File: src/design/bca_pkg.sv
// Shared types and constants for the bitmap cluster allocator.
// Depends on nothing; every design file imports it.
package bca_pkg;

   // Default sizing of the bitmap store.
   localparam int unsigned CLUSTERS_DEF  = 65536;
   localparam int unsigned WORD_BITS_DEF = 64;

   // Field widths fixed by the interface.
   localparam int unsigned LIMIT_W = 17;
   localparam int unsigned IDX_W   = LIMIT_W;       // cluster - 1 fits here
   localparam int unsigned DIV_K   = IDX_W + 7;     // reciprocal precision, WORD_BITS <= 64

   localparam logic [LIMIT_W-1:0] LIMIT_RESET = 17'd65536;

   localparam logic ACT_FIND = 1'b0;
   localparam logic ACT_MARK = 1'b1;

   typedef enum logic [1:0] {
      ST_OK    = 2'd0,
      ST_NONE  = 2'd1,
      ST_RANGE = 2'd2
   } status_type;

   typedef struct packed {
      logic               action;
      logic [LIMIT_W-1:0] cluster;
      logic               used;
   } req_type;

   typedef struct packed {
      status_type         status;
      logic [LIMIT_W-1:0] found_cluster;
   } rsp_type;

endpackage

File: src/design/bca_word_scan.sv
// Free-bit search over one bitmap word: lowest clear bit among the low bits in range.
// Depends on bca_pkg.
module bca_word_scan #(
   parameter int unsigned WORD_BITS = bca_pkg::WORD_BITS_DEF
) (
   input  logic [WORD_BITS-1:0]                word,
   input  logic [$clog2(WORD_BITS + 1)-1:0]    count,
   output logic                                hit,
   output logic [$clog2(WORD_BITS)-1:0]        pos
);
   import bca_pkg::*;

   localparam int unsigned CNT_W = $clog2(WORD_BITS + 1);
   localparam int unsigned POS_W = $clog2(WORD_BITS);

   logic [WORD_BITS-1:0] avail;

   // only bits below count belong to clusters inside the limit
   always_comb begin
      for (int b = 0; b < WORD_BITS; b++) begin
         avail[b] = ~word[b] && (CNT_W'(b) < count);
      end
   end

   // priority encoder, lowest set bit wins
   always_comb begin
      pos = '0;
      for (int b = WORD_BITS - 1; b >= 0; b--) begin
         if (avail[b]) begin
            pos = POS_W'(b);
         end
      end
   end

   assign hit = |avail;

endmodule

File: config.mk
export PLATFORM = sky130hd
export DESIGN_NAME = bca_word_scan
export DESIGN_NICKNAME = d
export VERILOG_FILES = /design/src/design/bca_pkg.sv /design/src/design/bca_word_scan.sv
export SDC_FILE = /design/constraint.sdc
export NUM_CORES = 1
export LEC_CHECK = 0
export BUFFER_PORTS_ARGS = -buffer_cell sky130_fd_sc_hd__buf_2
export CORE_ASPECT_RATIO = 1.75
export CORE_MARGIN = 2
export CORE_UTILIZATION = 50
export DETAILED_ROUTE_END_ITERATION = 6
export PLACE_DENSITY = 0.86
export SLEW_MARGIN = 10
export SYNTH_ARGS = -nofsm -noshare
export SYNTH_HDL_FRONTEND = slang
export SYNTH_SLANG_ARGS = --single-unit
File: constraint.sdc
create_clock -name vclk -period 2.6
set_clock_uncertainty 0.1 [all_clocks]
set_input_delay 0.13 -clock vclk [all_inputs]
set_output_delay 0.13 -clock vclk [all_outputs]
set_load 0.01 [all_outputs]
* Word level (Yosys, flattened, before mapping)
Index checks and enable logic that the tools add are counted.
** Word-level totals
- Bits in registers :: 0
- Input bits :: 71
- Output and inout bits :: 7
- Word-level logic and storage cells :: 257
** Cells by class
- Order comparisons :: 64
- Multiplexer cells :: 64
- Bitwise gates (word level) :: 64
- Reduce and logical (&&, ||, !) cells :: 65
** Operators by type and width (number)
- 2-to-1 mux 6 bit :: 64
- < comparator 6 x 7 -> 1 bit, first input constant :: 32
- < comparator 5 x 7 -> 1 bit, first input constant :: 16
- logical AND 1 bit :: 64
- NOT 1 bit :: 64
- OR reduction 64 bit :: 1
- < comparator 4 x 7 -> 1 bit, first input constant :: 8
- < comparator 3 x 7 -> 1 bit, first input constant :: 4
- < comparator 1 x 7 -> 1 bit, first input constant :: 2
- < comparator 2 x 7 -> 1 bit, first input constant :: 2

* Longest topological paths before layout
- Depth after elaboration :: 66
- Gate-level depth with buffers :: 10
- Gate-level depth less buffers :: 8

* Least setup slack after synthesis
OpenSTA, ideal clock, no wires.
- Path kind :: input to output
- Start :: input port count[1]
- End :: output port pos[2]
- Arrival time :: 1875 ps
- Data required time :: 2370 ps
- Slack :: 495 ps
- Stages :: 8
- Path buffers :: 2
- Cells stage by stage :: buf_2 buf_6 a2111oi_2 nor2_1 nor3_1 o21bai_1 o41a_1 a31oi_1
** Between the ends
- Longest elaborated chain between the ends :: 66
- Elaborated cells on any way between the ends :: 192
- Classes of those cells :: 64 x order compare; 64 x mux; 64 x reduce/logical
** Ends and longest elaborated chain
- from (decl) :: RTL line bca_word_scan.sv:7 : input logic [$clog2(WORD_BITS + 1)-1:0] count,
- < comparator 6 x 7 -> 1 bit :: RTL line bca_word_scan.sv:21 : avail[b] = ~word[b] && (CNT_W'(b) < count);
- logical AND 1 bit :: RTL line bca_word_scan.sv:21
- 2-to-1 mux 6 bit (63 in series) :: RTL line bca_word_scan.sv:29 : if (avail[b]) begin
- 2-to-1 mux 6 bit * :: RTL line bca_word_scan.sv:29
- to (decl) :: RTL line bca_word_scan.sv:9 : output logic [$clog2(WORD_BITS)-1:0] pos
Every way passes the cells marked *; elsewhere a longest branch is shown, timed or not.

* Worst setup path in the final report
- Start :: input port count[1]
- End :: output port pos[1]
The elaborated chain is that of the path after synthesis.

==> metrics.yaml <==
die:
  die_x_um: 52.2
  floorplan.core_area_um2: 3900
  ios: 78
  initial_core_util_pct: 52.1
  row_count: 30
  die_height_um: 88.4
  die_area_um2: 4620
yosys:
  synth_xor_area_share_pct: 0
  syn-num-nets: 391
  synthCells: 320
  synth_top_area_share_pct: 14.0
  synth_compound_area_share_pct: 56.6
  synth_area_leaders: "a21oi_1 (14%), o21ai_0 (7.1%), nand2_1 (6.3%)"
  yosys_warnings: 0
  synth_mux_area_share_pct: 0
  ys_types: 76
  netlist_area_um2: 2030
  yosysSeqAreaShare_pct: 0
  synth.largest_area_cell: "a21oi_1"
  synth_top_family_by_area: "compound AO/OA/AOI/OAI gates"
  synth-adder-area-share_pct: 0.492
  yosys.area_share.simple_pct: 34.6
  avgSynthCellArea_um2: 6.36
hold_path:
  hold_path_class: "in -> out"
  hold_end: "pos[0]"
  hold_depth: 5
  min_from: "word[13]"
power_and_ir_drop:
  power_density_nw_per_um2: 173
  ir_drop_uv: 99.3
  power_leakage_nw: 1.08
  p_total_uw: 446
job:
  cap_violations: 0
final_layout:
  area_growth_pct: 26.4
  clock_buffers: 0
  seq_cells: 0
  drive_gt1_share_pct: 34.8
  seq_area_um2: 0
  diodes: 0
  nFillCells: 391
  nets: 481
  multiInputGateArea_um2: 1880
critical_path:
  critPathBufInv: 2
  critPathSlowestCell: "buf_2"
  path_max_fanout: 15
  crit_required_ns: 2.37
  critical_path.max_stage_delay_ns: 0.33
  arrival_ns: 2.27
  crit_family: "compound AO/OA/AOI/OAI gates"
  critPathKind: "in -> out"
  cp-start-kind: "input pin"
  worstSetupEndpointType: "primary output"
  path_cells: "buf_2 > o21ai_4 > a21oi_1 > o21ai_1 > a31o_1 > a31o_1 > a211oi_1 > o221a_1 > o21ai_1 > buf_2"
route:
  wire_per_inst_um: 18.1
  final_antenna_net_count: 0
  dr.pass1.iters: 5
  vias_per_cell: 6.71
  drtIter0Drc: 163
  wl_mm: 8.24
  vias: 3062
  drcViolationCount: 0
sta:
  min_period_ns: 2.50
  final_max_slew_viol_count: 0
  maxClockFrequency_ghz: 0.400
  hold_viol_final: 0
  setup_viol: 0
  max_slew.worst_pin.slew_ns: 0.423
  fin_crit_sh_pct: 96.1
  rsz0062_at_grt: "false"
  final.setup.worst_slack_ns: 0.101
  max-slew-margin-rel_pct: 71.7
  setup_tns_ns: 0
placed_design:
  pre_cts_slack_ns: 0.161
  dp_hpwl_mm: 6.59
  io_buffers: 78
  gp_congestion: 1.03
global_route:
  grt-ovfl-total: 0
  grt_max_degree: 18
  antenna_found_initial: 0
  grt_pass1_wl_mm: 12.9
  grt_use_total_pct: 35.7
  grt_pass1_vias: 2883
run_status:
  status: "complete, no violations"
==> cells in the final DEF (no fill, tap or decap), drive strengths merged, types with 7 or more instances in the layout <==
cell    count
nor2b       7
inv         9
nand2      35
nor2       22
buf       104
nand3      10
o21ai      41
a21oi      60
a21o        8
nor3       22
a211oi     10
==> Yosys cell counts (2+ instances only) <==
master and count:
buf_6 4, o41ai_1 3, o31a_1 2, nor2b_1 7, a221oi_1 2, nor4b_4 2, o21ai_2 2, inv_1 5
o21a_1 2, o21ai_1 9, nor3_1 17, or2_1 2, a31oi_1 6, a21o_1 8, o21ai_0 29, a2111oi_2 2
and2_1 4, a21oi_2 3, a31o_1 2, a22oi_1 2, buf_2 6, o21bai_1 5, o22ai_1 4, a211oi_2 2
nor4b_1 2, nand3_1 8, o2111ai_1 2, clkbuf_1 3, o31ai_1 2, nor3_2 4, a21oi_1 57, a311oi_1 3
nand2_1 34, a211o_1 2, o211ai_1 3, inv_2 4, nor2_1 19, a211oi_1 8, buf_4 2
==> per-stage QoR <==
step           instances  hold slack (ns)  util (%)  area [µm²]
2_1_floorplan        320            0.444         -        2030
3_3_place_gp         454            0.648      65.0        2540
3_5_place_dp         454            0.649      65.0        2540
4_1_cts              454            0.650      65.0        2540
5_1_grt              456            0.690      65.9        2570
6_report             456            0.650      65.9        2570
==> what timing repair did <==
| item | 4_1_cts | 5_1_grt |
|---|---|---|
| endpoints found under the setup margin | 0 | 4 |
| hold buffers | 0 | 0 |
| buffers inserted | 0 | 2 |
| hold endpoints to repair | 0 | 0 |
| gates resized for setup | 0 | 5 |
==> routing by layer <==
metal / vias up / track usage, % / share of wire [%]
met5: - / 0 / 0
met4: 0 / 22.1 / 6.9
met3: 51 / 4.39 / 7.6
met2: 189 / 63.3 / 50
met1: 1394 / 39.1 / 35
li1: 1428 / - / -
==> power breakdown <==
group / internal (mW) / total, mW / switching (mW)
combinational: 0.179 / 0.446 / 0.268
clock: 0 / 0 / 0
sequential: 0 / 0 / 0
total: 0.179 / 0.446 / 0.268
==> worst max path at each step <==
stage / from / endpoint / slack (ns) / depth (start not counted)
after global routing: count[4] / pos[0] / 0.01 / 11
after floorplan: count[1] / pos[2] / 0.49 / 8
after CTS: count[3] / pos[0] / 0.15 / 9
after global placement: count[6] / pos[3] / 0.18 / 11
final: count[1] / pos[1] / 0.10 / 10
after detailed placement: count[2] / pos[0] / 0.16 / 11
==> worst min-delay path, stage by stage <==
cell and delay (ns):
buf_2 0.10, nand2_1 0.06, o21ai_0 0.09, a41oi_1 0.11, buf_2 0.13
==> final cells by class <==
cell class | instances | area share [%]
inverters | 9 | 1.31
well taps | 48 | 2.33
repair buffers | 105 | 23.2
multi-input cells | 294 | 73.2
==> kinds of logic after synthesis <==
group | Yosys count
buffers and inverters | 26
AOI/OAI and AO/OA | 174
adders and majority gates | 1
and+or+nand+nor | 119
Note: power is estimated with default switching activity, not from simulation.
